`src/dt_ram.sv`:
```
// Generic single-port-write, single-port-read RAM with registered read.
module dt_ram #(
  parameter int WIDTH = 8,
  parameter int DEPTH = 16,
  localparam int ABITS = $clog2(DEPTH)
) (
  input  logic             clk,
  input  logic             we,
  input  logic [ABITS-1:0] waddr,
  input  logic [WIDTH-1:0] wdata,
  input  logic [ABITS-1:0] raddr,
  output logic [WIDTH-1:0] rdata
);

  logic [WIDTH-1:0] mem [DEPTH];

  always_ff @(posedge clk) begin
    if (we) begin
      mem[waddr] <= wdata;
    end
    rdata <= mem[raddr];
  end

endmodule

```
`config.mk`:
```
export PLATFORM = sky130hd
export DESIGN_NAME = dt_ram
export DESIGN_NICKNAME = d
export VERILOG_FILES = /design/src/dt_ram.sv
export SDC_FILE = /design/constraint.sdc
export NUM_CORES = 1
export LEC_CHECK = 0
export BUFFER_PORTS_ARGS = -buffer_cell sky130_fd_sc_hd__buf_2
export CORE_UTILIZATION = 40
export DETAILED_ROUTE_END_ITERATION = 10
export MAX_ROUTING_LAYER = met4
export PLACE_DENSITY_LB_ADDON = 0.3
export SLEW_MARGIN = 20
export SYNTH_ARGS = -nofsm -noshare
export SYNTH_HDL_FRONTEND = slang
export SYNTH_SLANG_ARGS = --single-unit
```
`constraint.sdc`:
```
create_clock -name clk -period 1.8 [get_ports clk]
set_input_delay 0.09 -clock clk [delete_from_list [all_inputs] [get_ports clk]]
set_output_delay 0.09 -clock clk [all_outputs]
set_load 0.1 [all_outputs]
```
==> flow_metrics.env, run 1 <==
export IMPL_grtUsageTotal=0.165
export IMPL_synthMostInstantiatedCell="edfxtp_1"
export IMPL_fin_util=0.490
export IMPL_synth_cell_types=19
export IMPL_clk_pin_slew_worst_paths_ns=0.06
export IMPL_root_buffer="clkbuf_16"
export IMPL_hold_end="mem[7][1]"
export IMPL_cts_hold_fix_buffers=0
export IMPL_slowest_stage="mux4_1"
export IMPL_crit_path_max_incr_delay_ns=0.53
export IMPL_required_ns=2.09
export IMPL_yosysTopAreaCellShare=0.747
export IMPL_n_antenna_cell=0
export IMPL_grt_pass1_wl_um=14200
export IMPL_clockBufferDepth=2
export IMPL_numCtsBuffers=17
export IMPL_drc=0
export IMPL_arrival_ns=1.64
export IMPL_drt_iter0_drc=216
export IMPL_grt_overflow=0
export IMPL_maxSlewViolCount=0
export IMPL_min_path_cells=1
export IMPL_rsz0062_at_grt="no"
export IMPL_drv_cap=0
export IMPL_synthCells=229
export IMPL_clock_skew_ns=0.00620
export IMPL_grt_max_degree=22
export IMPL_p_leak_nw=2.09
export IMPL_postPlaceCellArea_um2=5580
export IMPL_synth_ff_type="edfxtp_1"
export IMPL_critPathTopFamily="multiplexers"
export IMPL_core_area_um2=12600
export IMPL_critPathKind="register to register"
export IMPL_r2r_end="rdata[1]"
export IMPL_hold_viol_final=0
export IMPL_post_cts_buffers=0
export IMPL_dieHeight_um=115
export IMPL_syn_avg_cell_area_um2=22.5
export IMPL_status="finished, final reports clean"
export IMPL_finalPower_mw=7.34
export IMPL_ctsHtreeMaxLevel=4
export IMPL_route_vias_total=2431
export IMPL_tritoncts="built"
export IMPL_drt_wirelength_per_cell_um=20.2
export IMPL_worstHoldStart="wdata[1]"
export IMPL_clk_latency_ns=0.41
export IMPL_fin_crit_ns=1.35
export IMPL_grt_pass1_vias=2397
export IMPL_tightestPinTransition_ns=0.620
export IMPL_syn_nets=247
export IMPL_synth_area_top_cells="edfxtp_1 (75%), mux4_2 (7.9%), mux4_1 (7.1%)"
export IMPL_dr_pass1_iters=7
export IMPL_cts_resized=0
export IMPL_ios=26
export IMPL_routed_wirelength_um=9480
export IMPL_crit_path_cell_trace="mux4_1 > a22oi_1 > nand2_1"
export IMPL_gp_congestion=0.763
export IMPL_crit_buf_inv=0
export IMPL_worstHoldPathType="input pin to register"
export IMPL_synth_top_cell_by_area="edfxtp_1"
export IMPL_pwr_density_cell_nw_per_um2=1190
export IMPL_path_max_fanout=1
export IMPL_setup_viol=0
export IMPL_area_growth_pct=19.6
export IMPL_synth_enable_flop_cells=128
export IMPL_core_rowCount=41
export IMPL_vdd_drop_max_mv=0.647
export IMPL_r2r_setup_slack_ns=0.45
export IMPL_antenna_found_initial=0
export IMPL_fin_crit_sh=0.751
export IMPL_netlist_area_um2=5150
export IMPL_synthTopCellsByCount="edfxtp_1 (128), mux4_2 (18), a22oi_1 (16), mux4_1 (14), nor2_1 (13)"
export IMPL_slew_headroom=0.585
export IMPL_worst_r2r_cell_count=3
export IMPL_final_cell_area_um2=6160
export IMPL_worstSetupStartpointType="register"
export IMPL_clock_sinks=136
export IMPL_synthArstFlopShare=0
export IMPL_initial_core_util=0.410
export IMPL_dp_hpwl_um=6300
export IMPL_r2r_start="mem[1][1]"
export IMPL_holdWs_ns=0.0693
export IMPL_synth_ff_latch_count=136
export IMPL_port_buffers=25
export IMPL_yosysSeqAreaShare=0.778
export IMPL_ys_warn_count=0
export IMPL_dieArea_um2=13300
export IMPL_endpoint_kind="register"
export IMPL_fmax_mhz=740
export IMPL_fp_dieW_um=115
export IMPL_finalSetupTns_ns=0
export IMPL_drive_gt1_frac=0.326
export IMPL_viasPerCell=5.17
export IMPL_postRouteAntennaNets=0
export IMPL_nets=303
cell usage in the layout, fill, tap and decap left out, drive strengths merged:
cell	instances
edfxtp	128
buf	47
mux4	32
clkbuf	17
a22oi	16
nor2	13
nand2	9
dfxtp	8
clkinv	7
nor3	4
clkinvlp	4
nand3b	2
nand2b	2
inv	2
bufinv	2
nor2b	1
and2	1
and2b	1
nand3	1
or3b	1
flip-flops by register name (all words and copies together), names as in the netlist:
name	count
mem	128
rdata	8
metrics by stage:
step / worst slack [ns] / std cells
floorplan: 0.217 / 229
global placement: 0.274 / 438
detailed placement: 0.259 / 438
CTS: 0.446 / 470
global route: 0.380 / 470
finish: 0.448 / 470
cell families (layout without fill, tap and decap cells):
logic type             count (synthesis)  count (layout)  synth area share
multiplexers                          32              32             0.150
AO/OA/AOI/OAI                         16              16            0.0233
flip-flops                           136             136             0.778
buffers and inverters                 10              79            0.0168
AND/OR/NAND/NOR                       35              35            0.0318
layout make-up:
cell class / count / area, um^2
clock inverter: 15 / 153
tap: 172 / 215
clock buffer: 17 / 425
multi-input combinational: 83 / 1060
sequential: 136 / 4000
timing repair buffer: 47 / 303
fill: 1024 / 6410
power by group:
group / leakage [nW] / internal, mW / switching (mW)
registers: 1.22 / 3.54 / 0.0218
logic: 0.591 / 0.142 / 0.331
clock network: 0.273 / 2.04 / 1.27
total: 2.09 / 5.72 / 1.62
metal layers:
layer / GRT usage / routed length [um]
met5: - / 0
met4: 0.0779 / 133
met3: 0.0460 / 481
met2: 0.235 / 4510
met1: 0.219 / 4350
worst max path at each step:
stage	from	to	slack [ns]	cells after the start
after floorplan	waddr[2]	mem[0][0]	0.22	2
after global placement	raddr[0]	rdata[2]	0.27	5
after detailed placement	raddr[0]	rdata[2]	0.26	5
after CTS	mem[0][7]	rdata[7]	0.45	3
after global routing	mem[1][1]	rdata[1]	0.38	3
final	mem[1][1]	rdata[1]	0.45	3
Power figures use the tool's default switching activity.
==> inputs of run 2 (changes only) <==
==> constraint.sdc (replaced) <==
create_clock -name clk -period 1.2 [get_ports clk]
set_input_delay 0.06 -clock clk [delete_from_list [all_inputs] [get_ports clk]]
set_output_delay 0.06 -clock clk [all_outputs]
set_load 0.1 [all_outputs]
==> run 2 against run 1 <==
Against the previous run:
- the flow now finishes with violations (negative setup slack)
- fmax grew 8.0%
- critical endpoint is now rdata[4]
- core utilization increased by 0.50 points
- sequential share of layout area is 0.65 points lower
- final cell count rose by 0.85%
- via count fell by 0.45%
==> flow_metrics.env, run 2 (same netlist as run 1, synthesis figures left out) <==
export IMPL_p_leak_nw=2.06
export IMPL_initial_core_util=0.410
export IMPL_antenna_found_initial=0
export IMPL_pwr_density_cell_nw_per_um2=1720
export IMPL_clock_sinks=136
export IMPL_grt_pass1_vias=2533
export IMPL_drc=0
export IMPL_core_area_um2=12600
export IMPL_area_growth_pct=20.8
export IMPL_fmax_mhz=799
export IMPL_layout_commonest_cell="edfxtp_1"
export IMPL_numCtsBuffers=17
export IMPL_required_ns=1.49
export IMPL_grtUsageTotal=0.168
export IMPL_drv_cap=0
export IMPL_setup_viol=8
export IMPL_r2r_setup_slack_ns=-0.05
export IMPL_root_buffer="clkbuf_16"
export IMPL_endpoint_kind="register"
export IMPL_critPathKind="register to register"
export IMPL_n_antenna_cell=0
export IMPL_grt_max_degree=17
export IMPL_path_max_fanout=1
export IMPL_dr_pass1_iters=5
export IMPL_worstHoldPathType="input pin to register"
export IMPL_holdWs_ns=0.0379
export IMPL_grt_overflow=0
export IMPL_multiInputGateArea_um2=1080
export IMPL_drt_wirelength_per_cell_um=19.9
export IMPL_most_common_layout_cells="edfxtp_1 (128), mux4_2 (31), buf_4 (28), clkbuf_16 (17), buf_2 (17)"
export IMPL_worstSetupStartpointType="register"
export IMPL_port_buffers=25
export IMPL_drt_iter0_drc=307
export IMPL_route_vias_total=2420
export IMPL_status="complete, but fails checks"
export IMPL_largest_register="mem"
export IMPL_viasPerCell=5.11
export IMPL_core_rowCount=41
export IMPL_dp_cells=443
export IMPL_fin_crit_sh=1.04
export IMPL_tightestPinTransition_ns=0.949
export IMPL_fin_crit_ns=1.25
export IMPL_ctsHtreeMaxLevel=4
export IMPL_slew_headroom=0.366
export IMPL_gp_congestion=0.692
export IMPL_routed_wirelength_um=9430
export IMPL_reg_top3="mem x128, rdata x8"
export IMPL_arrival_ns=1.54
export IMPL_clock_skew_ns=0.00631
export IMPL_violations="negative setup slack"
export IMPL_layout_area_seq_um2=4000
export IMPL_clk_pin_slew_worst_paths_ns=0.05
export IMPL_vdd_drop_max_mv=1.10
export IMPL_drive_gt1_frac=0.404
export IMPL_tritoncts="built"
export IMPL_dieHeight_um=115
export IMPL_dp_hpwl_um=5990
export IMPL_fin_ws_ns=-0.0519
export IMPL_clk_latency_ns=0.40
export IMPL_rsz0062_at_grt="yes"
export IMPL_dieArea_um2=13300
export IMPL_hold_viol_final=0
export IMPL_postRouteAntennaNets=0
export IMPL_final_cells=474
export IMPL_nets=308
export IMPL_fillers=1020
export IMPL_ios=26
export IMPL_clockBufferDepth=2
export IMPL_largest_reg_flops=128
export IMPL_fp_dieW_um=115
export IMPL_grt_pass1_wl_um=14800
export IMPL_maxSlewViolCount=0
[run 2: worst paths after layout]
check | cells past startpoint | startpoint | end
worst min-delay path | 1 | wdata[0] | mem[4][0]
worst max register to register | 3 | mem[3][4] | rdata[4]
worst max-delay path | 3 | mem[3][4] | rdata[4]
worst min register to register | 3 | mem[12][4] | rdata[4]
[run 2: final cells by class]
cell class	count	share of cell area
timing repair buffer	52	0.0640
multi-input combinational	83	0.173
clock buffer	28	0.0815
sequential	136	0.644
tap	172	0.0346
clock inverter	3	0.00282
[run 2: critical path, cell delays in order (launching register included)]
cell,delay (ns)
edfxtp_1,0.36
mux4_2,0.49
a22oi_2,0.23
nand2_1,0.07
[run 2: metal layers]
layer	up-vias	track usage	share of wire
met1	1272	0.197	0.44
met4	0	0.0814	0.019
li1	1080	-	-
met3	14	0.0507	0.034
met5	-	-	0
met2	54	0.267	0.51
[run 2: power by group]
part | internal [mW] | total [mW] | switching, mW
combinational | 0.273 | 0.793 | 0.519
clock | 2.84 | 4.54 | 1.70
sequential | 5.32 | 5.34 | 0.0287
[run 2: repair_timing]
action / CTS / global route
setup buffers: 0 / 0
pin swaps: 14 / 3
hold buffers: 0 / 0
endpoints found under the setup margin: 13 / 11
resized for setup: 26 / 6
[run 2: per-stage QoR]
| step | instance area, um^2 | util | total power [mW] | setup WS (ns) | TNS [ns] |
|---|---|---|---|---|---|
| finish | 6220 | 0.495 | 10.7 | -0.0519 | -0.261 |
| CTS | 6210 | 0.494 | 10.8 | -0.0480 | -0.235 |
| floorplan | 5170 | - | 5.94 | -0.126 | -3.90 |
| global placement | 5670 | 0.451 | 6.17 | -0.263 | -4.52 |
| detailed placement | 5670 | 0.451 | 6.18 | -0.261 | -4.78 |
| global route | 6220 | 0.495 | 11.0 | -0.102 | -0.607 |
