$ cat src/dt_pkg.sv
// Shared constants and types of the Delaunay triangulation block.
package dt_pkg;

  localparam int MAX_POINTS  = 32;
  localparam int COORD_BITS  = 16;
  localparam int FIELD_W     = 16;
  localparam int VW          = 5;
  localparam int STORE_DEPTH = MAX_POINTS + 3;
  localparam int LIST_DEPTH  = 72;
  localparam int MAX_RESULTS = 64;

  localparam int IW  = $clog2(STORE_DEPTH);     // point index
  localparam int NW  = $clog2(MAX_POINTS + 1);  // point count
  localparam int LW  = $clog2(LIST_DEPTH + 1);  // list count
  localparam int LA  = $clog2(LIST_DEPTH);      // list address
  localparam int KW  = $clog2(MAX_RESULTS + 1); // result count
  localparam int PW  = COORD_BITS + 8;          // stored coordinate
  localparam int DW  = PW + 1;                  // coordinate difference
  localparam int PRW = 2 * DW;                  // small product
  localparam int XW  = PRW + 1;                 // sum of two products
  localparam int AW  = 2 * XW + 2;              // determinant accumulator

  typedef struct packed {
    logic                 start;
    logic                 clear;
    logic signed [XW-1:0] mcand;
    logic [XW-2:0]        mplier;
  } mac_cmd_t;

  typedef struct packed {
    logic busy;
    logic neg;
    logic zero;
  } mac_stat_t;

endpackage

$ cat src/dt_mac.sv
// Bit-serial signed multiply-accumulate for the wide incircle determinant.
module dt_mac import dt_pkg::*; (
  input  logic      clk,
  input  logic      rst,
  input  mac_cmd_t  cmd,
  output mac_stat_t stat
);

  logic signed [AW-1:0] acc;
  logic signed [AW-1:0] mcand;
  logic [XW-2:0]        mpl;
  logic                 busy;

  always_ff @(posedge clk) begin
    if (rst) begin
      busy <= 1'b0;
    end else if (cmd.start) begin
      mcand <= AW'(cmd.mcand);
      mpl   <= cmd.mplier;
      busy  <= (cmd.mplier != '0);
      if (cmd.clear) begin
        acc <= '0;
      end
    end else if (busy) begin
      if (mpl[0]) begin
        acc <= acc + mcand;
      end
      mcand <= mcand <<< 1;
      mpl   <= mpl >> 1;
      // stop once no set multiplier bits remain
      busy  <= (mpl[XW-2:1] != '0);
    end
  end

  assign stat.busy = busy;
  assign stat.neg  = acc[AW-1];
  assign stat.zero = (acc == '0);

endmodule

$ cat config.mk
export PLATFORM = sky130hd
export DESIGN_NAME = dt_mac
export DESIGN_NICKNAME = d
export VERILOG_FILES = /design/src/dt_pkg.sv /design/src/dt_mac.sv
export SDC_FILE = /design/constraint.sdc
export NUM_CORES = 1
export LEC_CHECK = 0
export ABC_AREA = 1
export BUFFER_PORTS_ARGS = -buffer_cell sky130_fd_sc_hd__buf_2
export CAP_MARGIN = 0
export CORE_MARGIN = 10
export CORE_UTILIZATION = 50
export CTS_CLUSTER_DIAMETER = 30
export CTS_CLUSTER_SIZE = 16
export DETAILED_ROUTE_END_ITERATION = 6
export PLACE_DENSITY = 0.67
export SLEW_MARGIN = 20
export SYNTH_ARGS = -nofsm -noshare
export SYNTH_HDL_FRONTEND = slang
export SYNTH_SLANG_ARGS = --single-unit
$ cat constraint.sdc
create_clock -name clk -period 13.15 [get_ports clk]
set_input_delay 0.6575 -clock clk [delete_from_list [all_inputs] [get_ports clk]]
set_output_delay 0.6575 -clock clk [all_outputs]
set_load 0.1 [all_outputs]
==> flow_metrics.tcl, run 1 <==
set metrics [dict create \
    fill_cells 4078 \
    pre_cts_ws_ns 9.06 \
    synth_top_family_by_area "simple AND/OR/NAND/NOR gates" \
    antenna_found_initial 0 \
    ant_nets 0 \
    setup-tns-final_ns 0 \
    die_w_um 226 \
    grt_max_degree 87 \
    synthSimpleGateAreaFrac_pct 38.2 \
    worst-slew-pin-transition_ns 1.02 \
    arrival_ns 3.41 \
    cts.clk_slew.worst_paths_ns 0.05 \
    fin_crit_ns 4.06 \
    die_y_um 226 \
    synthMuxAreaShare_pct 0 \
    drt_first_pass_iters 6 \
    io_pins 108 \
    power.leakage_nw 12.7 \
    drt_iter0_drc 1992 \
    cts_sinks 259 \
    cts_resized 0 \
    cp_max_fo 2 \
    hp-class "input pin to register" \
    antenna_cells 0 \
    hold_buffers 0 \
    synth-seq-cells 259 \
    dieArea_um2 51100 \
    utilization_pct 58.2 \
    place.gp.congestion 1.04 \
    htree_num_levels 2 \
    cts_buffers 58 \
    grt_first_pass_wirelength_um 110000 \
    row_count 75 \
    synthAdderAreaFrac_pct 6.16 \
    synth_compound_area_share_pct 7.24 \
    port_buffers 107 \
    powerDensity_nw_per_um2 130 \
    viasPerCell 5.24 \
    timing.fmax_mhz 246 \
    cts_buffer_depth 3 \
    synth_xor_area_share_pct 0.0412 \
    root_buffer "clkbuf_16" \
    required_ns 12.49 \
    final_cell_mix "nand2_1, inv_1, edfxtp_1" \
    setup_ws_ns 9.09 \
    ys_warn_count 0 \
    cts_tree "yes" \
    synth_nets 3439 \
    remaining_drc_errors 0 \
    syn_inst 3230 \
    post_cts_buffers 0 \
    netlist_area_um2 21200 \
    grt_usage_pct 28.2 \
    synth_cell_types 42 \
    overflow 0 \
    relSlewSlack_pct 32.1 \
    start_util_pct 50.6 \
    path_class "register to output pin" \
    status "completed" \
    setup_viol 0 \
    wire_per_inst_um 18.3 \
    fin_worst_skew_ns 0.0286 \
    start_kind "register" \
    worstSkewPairLatency_ns 0.63 \
    drive_above_1_share_pct 11.6 \
    crit_path_end_kind "output pin" \
    nets 3565 \
    core_um2 41900 \
    drv_cap 0 \
    ir_drop_uv 138 \
    yosysSeqAreaShare_pct 36.6 \
    dp_hpwl_um 58700 \
    finalCritPeriodShare_pct 30.9 \
    slew_violations 0 \
    post_synth.cell_area_avg_um2 6.57 \
    power_mw 3.18 \
    postRouteWirelength_um 72200 \
    first_global_vias 20000 \
    route.vias.total 20700 \
    area_growth_syn_to_layout_pct 14.9 \
    rsz0062_at_grt "false" \
    hold_viol 0 \
    final_common_cell "nand2_1" \
]
==> layer usage <==
layer	GRT usage (%)	wire, um	vias to the layer above
li1	-	-	10300
met1	37.8	31900	9478
met2	45.0	32300	736
met3	5.18	5780	116
met4	9.24	2190	0
met5	0	0	-
==> cell type report <==
cell class / count / area (um^2) / area share, %
Inverter: 612 / 2300 / 9.44
Tap cell: 539 / 674 / 2.76
Timing Repair Buffer: 113 / 587 / 2.40
Clock buffer: 63 / 1470 / 6.02
Clock inverter: 43 / 618 / 2.53
Sequential cell: 259 / 7770 / 31.8
Multi-Input combinational cell: 2312 / 11000 / 45.0
==> registers in the layout, indices dropped and copies added, names as in the netlist <==
register  cells
acc         104
busy          1
mcand       104
mpl          50
==> metrics by stage <==
| step | hold slack [ns] | std cells | instance area, um^2 |
|---|---|---|---|
| finish | 0.306 | 3941 | 24400 |
| global route | 0.301 | 3941 | 24400 |
| floorplan | 0.513 | 3230 | 21200 |
| global placement | 0.528 | 3835 | 22300 |
| CTS | 0.279 | 3941 | 24400 |
| detailed placement | 0.534 | 3835 | 22300 |
==> logic make-up (layout without fill, tap and decap cells) <==
family / Yosys count / in the layout
and+or+nand+nor: 1915 / 1915
buffers and inverters: 659 / 831
AOI/OAI and AO/OA: 292 / 292
DFF: 259 / 259
adders and majority gates: 104 / 104
xor gates and xnor gates: 1 / 1
==> path summary, 6_finish.rpt <==
path               end      start  cells past startpoint  slack, ns
min            mpl[49]    cmd[49]                      3       0.31
max reg2reg    acc[62]     acc[0]                     12      10.16
max            stat[0]    acc[59]                      6       9.09
min reg2reg  mcand[99]  mcand[98]                      2       0.55
==> power by group <==
| part | total, mW | switching, mW | internal (mW) |
|---|---|---|---|
| logic | 0.633 | 0.455 | 0.178 |
| registers | 1.01 | 0.0310 | 0.984 |
| clock network | 1.54 | 0.493 | 1.04 |
==> critical path, cell delays in order, from the launching register on <==
cell and delay, ns:
edfxtp_1 0.39, nor4_1 0.85, nand4_1 0.18, nor2_1 0.25, nand2_1 0.08, nor4_1 0.48, buf_2 0.55
==> synthesized netlist by cell type (all sizes together) <==
cell       n  area share, %
o31ai      1          0.035
ha       103            6.1
nor4      46            1.4
nand4     18           0.53
nor3b      2           0.12
o21bai    14           0.49
xnor2      1          0.041
and3       1          0.029
nand2   1384             25
edfxtp   258             36
o21a      10           0.35
inv      610             11
a21boi     4           0.14
and2      10           0.31
nand3b     1          0.094
clkinv     2          0.035
a21oi    162            3.8
nand3     99            2.7
clkbuf    33           0.58
o21ai    101            2.4
dfxtp      1          0.094
buf       14           0.37
or2        4           0.12
nor3      33            1.2
fa         1          0.094
nor2     317            6.6
(Power assumes the default switching activity.)
==> run 2: changes to the inputs <==
PLACE_DENSITY = 0.7   (was 0.67)
clock period = 3.5 ns   (was 13.15 ns; I/O delays follow)
==> run 2 against run 1 <==
Final cell count rose by 3.5%; die area unchanged; combinational power grew to 4.0 times the previous value; sequential power rose to 3.8 times the previous value; worst setup slack got worse by 8.9 ns; design area up 6.7%; via count is 6.1% higher; flip-flop and latch count unchanged; wire length grew 13%; worst hold slack got worse by 0.21 ns; register-to-register slack worse by 9.7 ns; highest routed layer unchanged.
==> flow_metrics.tcl, run 2 (synthesis gave the netlist of run 1 again) <==
set metrics [dict create \
    cts_buffer_depth 3 \
    antenna_cells 0 \
    required_ns 3.32 \
    hold_viol 0 \
    whs_ns 0.100 \
    drive_above_1_share_pct 11.9 \
    top_regs "acc (104), mcand (104), mpl (50)" \
    cts_tree "yes" \
    worst-r2r-cell-count 12 \
    drt_first_pass_iters 6 \
    pre_cts_ws_ns 0.513 \
    fin_worst_skew_ns 0.0367 \
    grt_first_pass_wirelength_um 123000 \
    powerDensity_nw_per_um2 524 \
    drt_iter0_drc 2297 \
    core_um2 41900 \
    slew_violations 0 \
    r2r-start "acc[0]" \
    port_buffers 107 \
    cp_max_fo 2 \
    first_global_vias 21200 \
    nets 3686 \
    grt_max_degree 228 \
    relSlewSlack_pct 25.5 \
    ant_nets 0 \
    dieArea_um2 51100 \
    place.gp.congestion 1.03 \
    status "completed" \
    crit_chain "nor4_1 -> buf_4 -> nand4_1 -> nor4_2 -> buf_2" \
    postRouteWirelength_um 81800 \
    cts_buffers 78 \
    path_class "register to output pin" \
    row_count 75 \
    final_common_cell "nand2_1" \
    io_pins 108 \
    power.leakage_nw 13.4 \
    viasPerCell 5.37 \
    start_util_pct 50.6 \
    cts_sinks 259 \
    die_w_um 226 \
    area_growth_syn_to_layout_pct 22.7 \
    final-instance-count-excl-fill 4079 \
    root_buffer "clkbuf_16" \
    setup-tns-final_ns 0 \
    arrival_ns 3.14 \
    dp_cells 3837 \
    fin_crit_ns 3.32 \
    rsz0062_at_grt "false" \
    die_y_um 226 \
    worst-slew-pin-transition_ns 1.12 \
    min_from "cmd[98]" \
    hold_depth 3 \
    grt_usage_pct 31.9 \
    setup_ws_ns 0.182 \
    r2r-end "acc[62]" \
    crit_path_end_kind "output pin" \
    r2r_slack_ns 0.45 \
    final_cell_mix "nand2_1, inv_1, edfxtp_1" \
    finalCritPeriodShare_pct 94.8 \
    timing.fmax_mhz 301 \
    htree_num_levels 3 \
    wire_per_inst_um 20.0 \
    worstSkewPairLatency_ns 0.63 \
    hp-class "input pin to register" \
    remaining_drc_errors 0 \
    start_kind "register" \
    critical-path-max-stage-delay_ns 0.86 \
    dp_hpwl_um 62200 \
    drv_cap 0 \
    overflow 0 \
    setup_viol 0 \
    cts.clk_slew.worst_paths_ns 0.04 \
    min_to "mcand[48]" \
    fill_cells 3792 \
    critical-path-slowest-cell "nor4_1" \
    antenna_found_initial 3 \
    ir_drop_uv 425 \
    route.vias.total 21900 \
]
==> run 2: cell types whose count changed in the layout (fill, tap and decap cells not counted), moves of 2 or more <==
cell           previous run  this run
buf_12                    0         2
clkbuf_8                  0         2
inv_6                     4         1
dlygate4sd3_1             0        99
clkbuf_1                  5        20
clkbuf_16                58        79
clkinv_4                  5         0
inv_16                    0         3
clkinv_2                  6        12
==> run 2: worst max-delay path, delay by kind of cell (launching register included) <==
kind	cells	cell delay, ns
buffers and inverters	2	0.74
DFF	1	0.39
and+or+nand+nor	3	1.39
==> run 2: area by class of cell <==
type | instances | area, um^2 | share of cell area [%]
multi-input cells | 2312 | 11000 | 42.2
flip-flops and latches | 259 | 7770 | 29.8
inverters | 612 | 2310 | 8.85
clock buffers | 101 | 2080 | 7.98
repair buffers | 214 | 1610 | 6.20
well taps | 539 | 674 | 2.59
clock inverters | 42 | 613 | 2.35
==> run 2: metal layers <==
metal	vias up	track usage, %	share of wire, %
li1	10600	-	-
met5	-	0	0
met4	0	13.7	4.4
met3	193	5.95	9.2
met2	1054	50.3	45
met1	10100	42.1	42
==> run 2: power by group <==
group | internal [mW] | switching (mW) | total, mW
Sequential | 3.70 | 0.132 | 3.83
Clock | 5.06 | 2.20 | 7.26
Combinational | 0.751 | 1.80 | 2.55
Total | 9.52 | 4.13 | 13.6
==> run 2: worst max path at each step <==
stage / from / to / slack, ns / cells past startpoint
finish: acc[48] / stat[0] / 0.18 / 5
global route: acc[100] / stat[0] / 0.21 / 6
CTS: acc[96] / stat[0] / 0.23 / 6
detailed placement: acc[0] / acc[62] / 0.51 / 12
global placement: acc[85] / acc[100] / 0.57 / 12
floorplan: cmd[102] / acc[0] / -1.19 / 6
==> run 2: what timing repair did <==
action | CTS | global route
hold endpoints to repair | 100 | 0
gates resized for setup | 0 | 0
setup buffers | 0 | 0
hold buffers | 99 | 0
==> run 2: metrics by stage <==
step           power [mW]  util [%]  instance area [um^2]
4_1_cts              13.6      62.1                 26000
3_3_place_gp         6.21      53.3                 22400
3_5_place_dp         6.24      53.3                 22400
5_1_grt              14.1      62.1                 26100
6_report             13.6      62.1                 26100
2_1_floorplan        5.40         -                 21300
==> run 3: changes to the inputs <==
CORE_UTILIZATION = 36   (was 50)
PLACE_DENSITY = unset   (was 0.7)
RECOVER_POWER = 50   (was unset)
SETUP_SLACK_MARGIN = 0.1   (was unset)
==> run 3 against run 2 <==
Worst setup slack worse by 0.093 ns; clock skew fell by 0.0025 ns; sequential power hardly changed; final cell count up 5.8%; the run now ends with capacitance limit, slew limit left; sequential share of layout area shrank 0.48 points; total power increased by 1.4%; count of clock-buffer cells in the layout is 14 lower; critical endpoint unchanged; wire length shrank 7.5%; design area increased by 1.6%.
==> flow_metrics.tcl, run 3 (synthesis gave the netlist of run 1 again) <==
set metrics [dict create \
    cts_resized 0 \
    drt_first_pass_iters 6 \
    power.leakage_nw 13.5 \
    route.vias.total 21100 \
    row_count 88 \
    start_kind "register" \
    final-instance-count-excl-fill 4314 \
    r2r-start "acc[17]" \
    top_regs "acc (104), mcand (104), mpl (50)" \
    critPathBufInv 1 \
    post_cts_buffers 0 \
    start_util_pct 36.6 \
    clkPwrFrac_pct 54.4 \
    area_growth_syn_to_layout_pct 24.7 \
    timing.fmax_mhz 293 \
    critical_path.top_delay_family "simple AND/OR/NAND/NOR gates" \
    worstSkewPairLatency_ns 0.62 \
    p_sw_share_pct 29.2 \
    critical-path-slowest-cell "nor4_1" \
    comb_power_share_pct 18.0 \
    whs_ns 0.360 \
    postRouteWirelength_um 75700 \
    setup_viol 0 \
    io_pins 108 \
    relSlewSlack_pct -55.6 \
    wire_per_inst_um 17.5 \
    root_buffer "clkbuf_16" \
    overflow 0 \
    worst-slew-pin-transition_ns 2.33 \
    hp-class "input pin to register" \
    p_sw_mw 4.05 \
    critical-path-max-stage-delay_ns 0.80 \
    final_common_cell "nand2_1" \
    crit_path_end_kind "output pin" \
    final_cell_mix "nand2_1, inv_1, edfxtp_1" \
    violations "capacitance limit, slew limit" \
    path_depth 4 \
    grt_usage_pct 21.4 \
    hold_depth 4 \
    crit_path_start "acc[80]" \
    drt_iter0_drc 1811 \
    cp_max_fo 2 \
    internal_power_mw 9.80 \
    first_global_vias 20500 \
    drv_cap 3 \
    ant_nets 0 \
    grt_max_degree 120 \
    remaining_drc_errors 0 \
    drive_above_1_share_pct 12.3 \
    core_um2 58000 \
    path_class "register to output pin" \
    powerDensity_nw_per_um2 523 \
    fin_crit_ns 3.41 \
    power_mw 13.8 \
    dieArea_um2 69100 \
    cts.clk_slew.worst_paths_ns 0.05 \
    min_from "cmd[50]" \
    port_buffers 107 \
    cts_sinks 259 \
    p_seq_share_pct 27.6 \
    viasPerCell 4.89 \
    grt_first_pass_wirelength_um 116000 \
    cts_buffers 82 \
    cts_tree "yes" \
    nets 3695 \
    die_y_um 263 \
    finalCritPeriodShare_pct 97.5 \
    die_w_um 263 \
    fin_worst_skew_ns 0.0342 \
    cts_buffer_depth 3 \
    rsz0062_at_grt "false" \
    dp_hpwl_um 59300 \
    required_ns 3.32 \
    crit_chain "nor4_1 -> nand4_1 -> nor4_2 -> buf_2" \
    antenna_found_initial 2 \
    place.gp.congestion 1.01 \
    hold_viol 0 \
    ir_drop_uv 377 \
    htree_num_levels 3 \
    status "complete, but fails checks" \
    worst-r2r-cell-count 15 \
    dp_cells 4067 \
    slew_violations 212 \
    arrival_ns 3.24 \
    hold_buffers 100 \
]
## run 3: cell count changes in the layout (fill, tap and decap cells not counted), moves of 4 or more
cell	change
clkinv_4	+6
clkbuf_1	-15
clkbuf_2	+5
clkinv_1	+5
clkinvlp_4	+4
## run 3: area by class of cell
type	count	area, um^2
fillers	5952	31500
multi-input cells	2312	11000
flip-flops and latches	259	7770
inverters	612	2310
clock buffers	87	2070
repair buffers	219	1640
well taps	765	957
clock inverters	59	752
diodes	1	2.50
## run 3: worst paths after layout
| kind | to | slack (ns) |
|---|---|---|
| hold reg to reg | mcand[88] | 0.53 |
| setup reg to reg | acc[67] | 0.45 |
| hold / removal | mcand[0] | 0.36 |
| setup / recovery | stat[0] | 0.09 |
## run 3: stage by stage
stage / setup TNS (ns) / setup slack (ns) / utilization, % / instance area (um^2)
after floorplan: -123.78 / -1.19 / - / 21300
after global placement: 0 / 0.560 / 39.1 / 22700
after detailed placement: 0 / 0.596 / 39.1 / 22700
after CTS: 0 / 0.161 / 45.7 / 26500
after global routing: 0 / 0.112 / 45.6 / 26500
final: 0 / 0.0885 / 45.6 / 26500
## run 3: power by group through the flow
stage	combinational [mW]	sequential, mW	clock [mW]
2_1_floorplan	1.58	3.82	0
3_3_place_gp	2.34	3.86	0
3_5_place_dp	2.35	3.86	0
4_1_cts	2.44	3.81	7.64
5_1_grt	2.76	3.84	7.82
6_report	2.49	3.82	7.53
## run 3: worst min-delay path, stage by stage
cell and delay (ns):
dlygate4sd3_1 0.51, buf_2 0.10, nand2_1 0.04, inv_1 0.04
## run 3: per-layer routing
| metal | track usage, % | share of wire, % | up-vias |
|---|---|---|---|
| li1 | - | - | 10600 |
| met4 | 8.06 | 3.4 | 2 |
| met1 | 29.0 | 45 | 9547 |
| met5 | 0 | 0.022 | - |
| met3 | 4.32 | 8.0 | 140 |
| met2 | 32.9 | 43 | 790 |
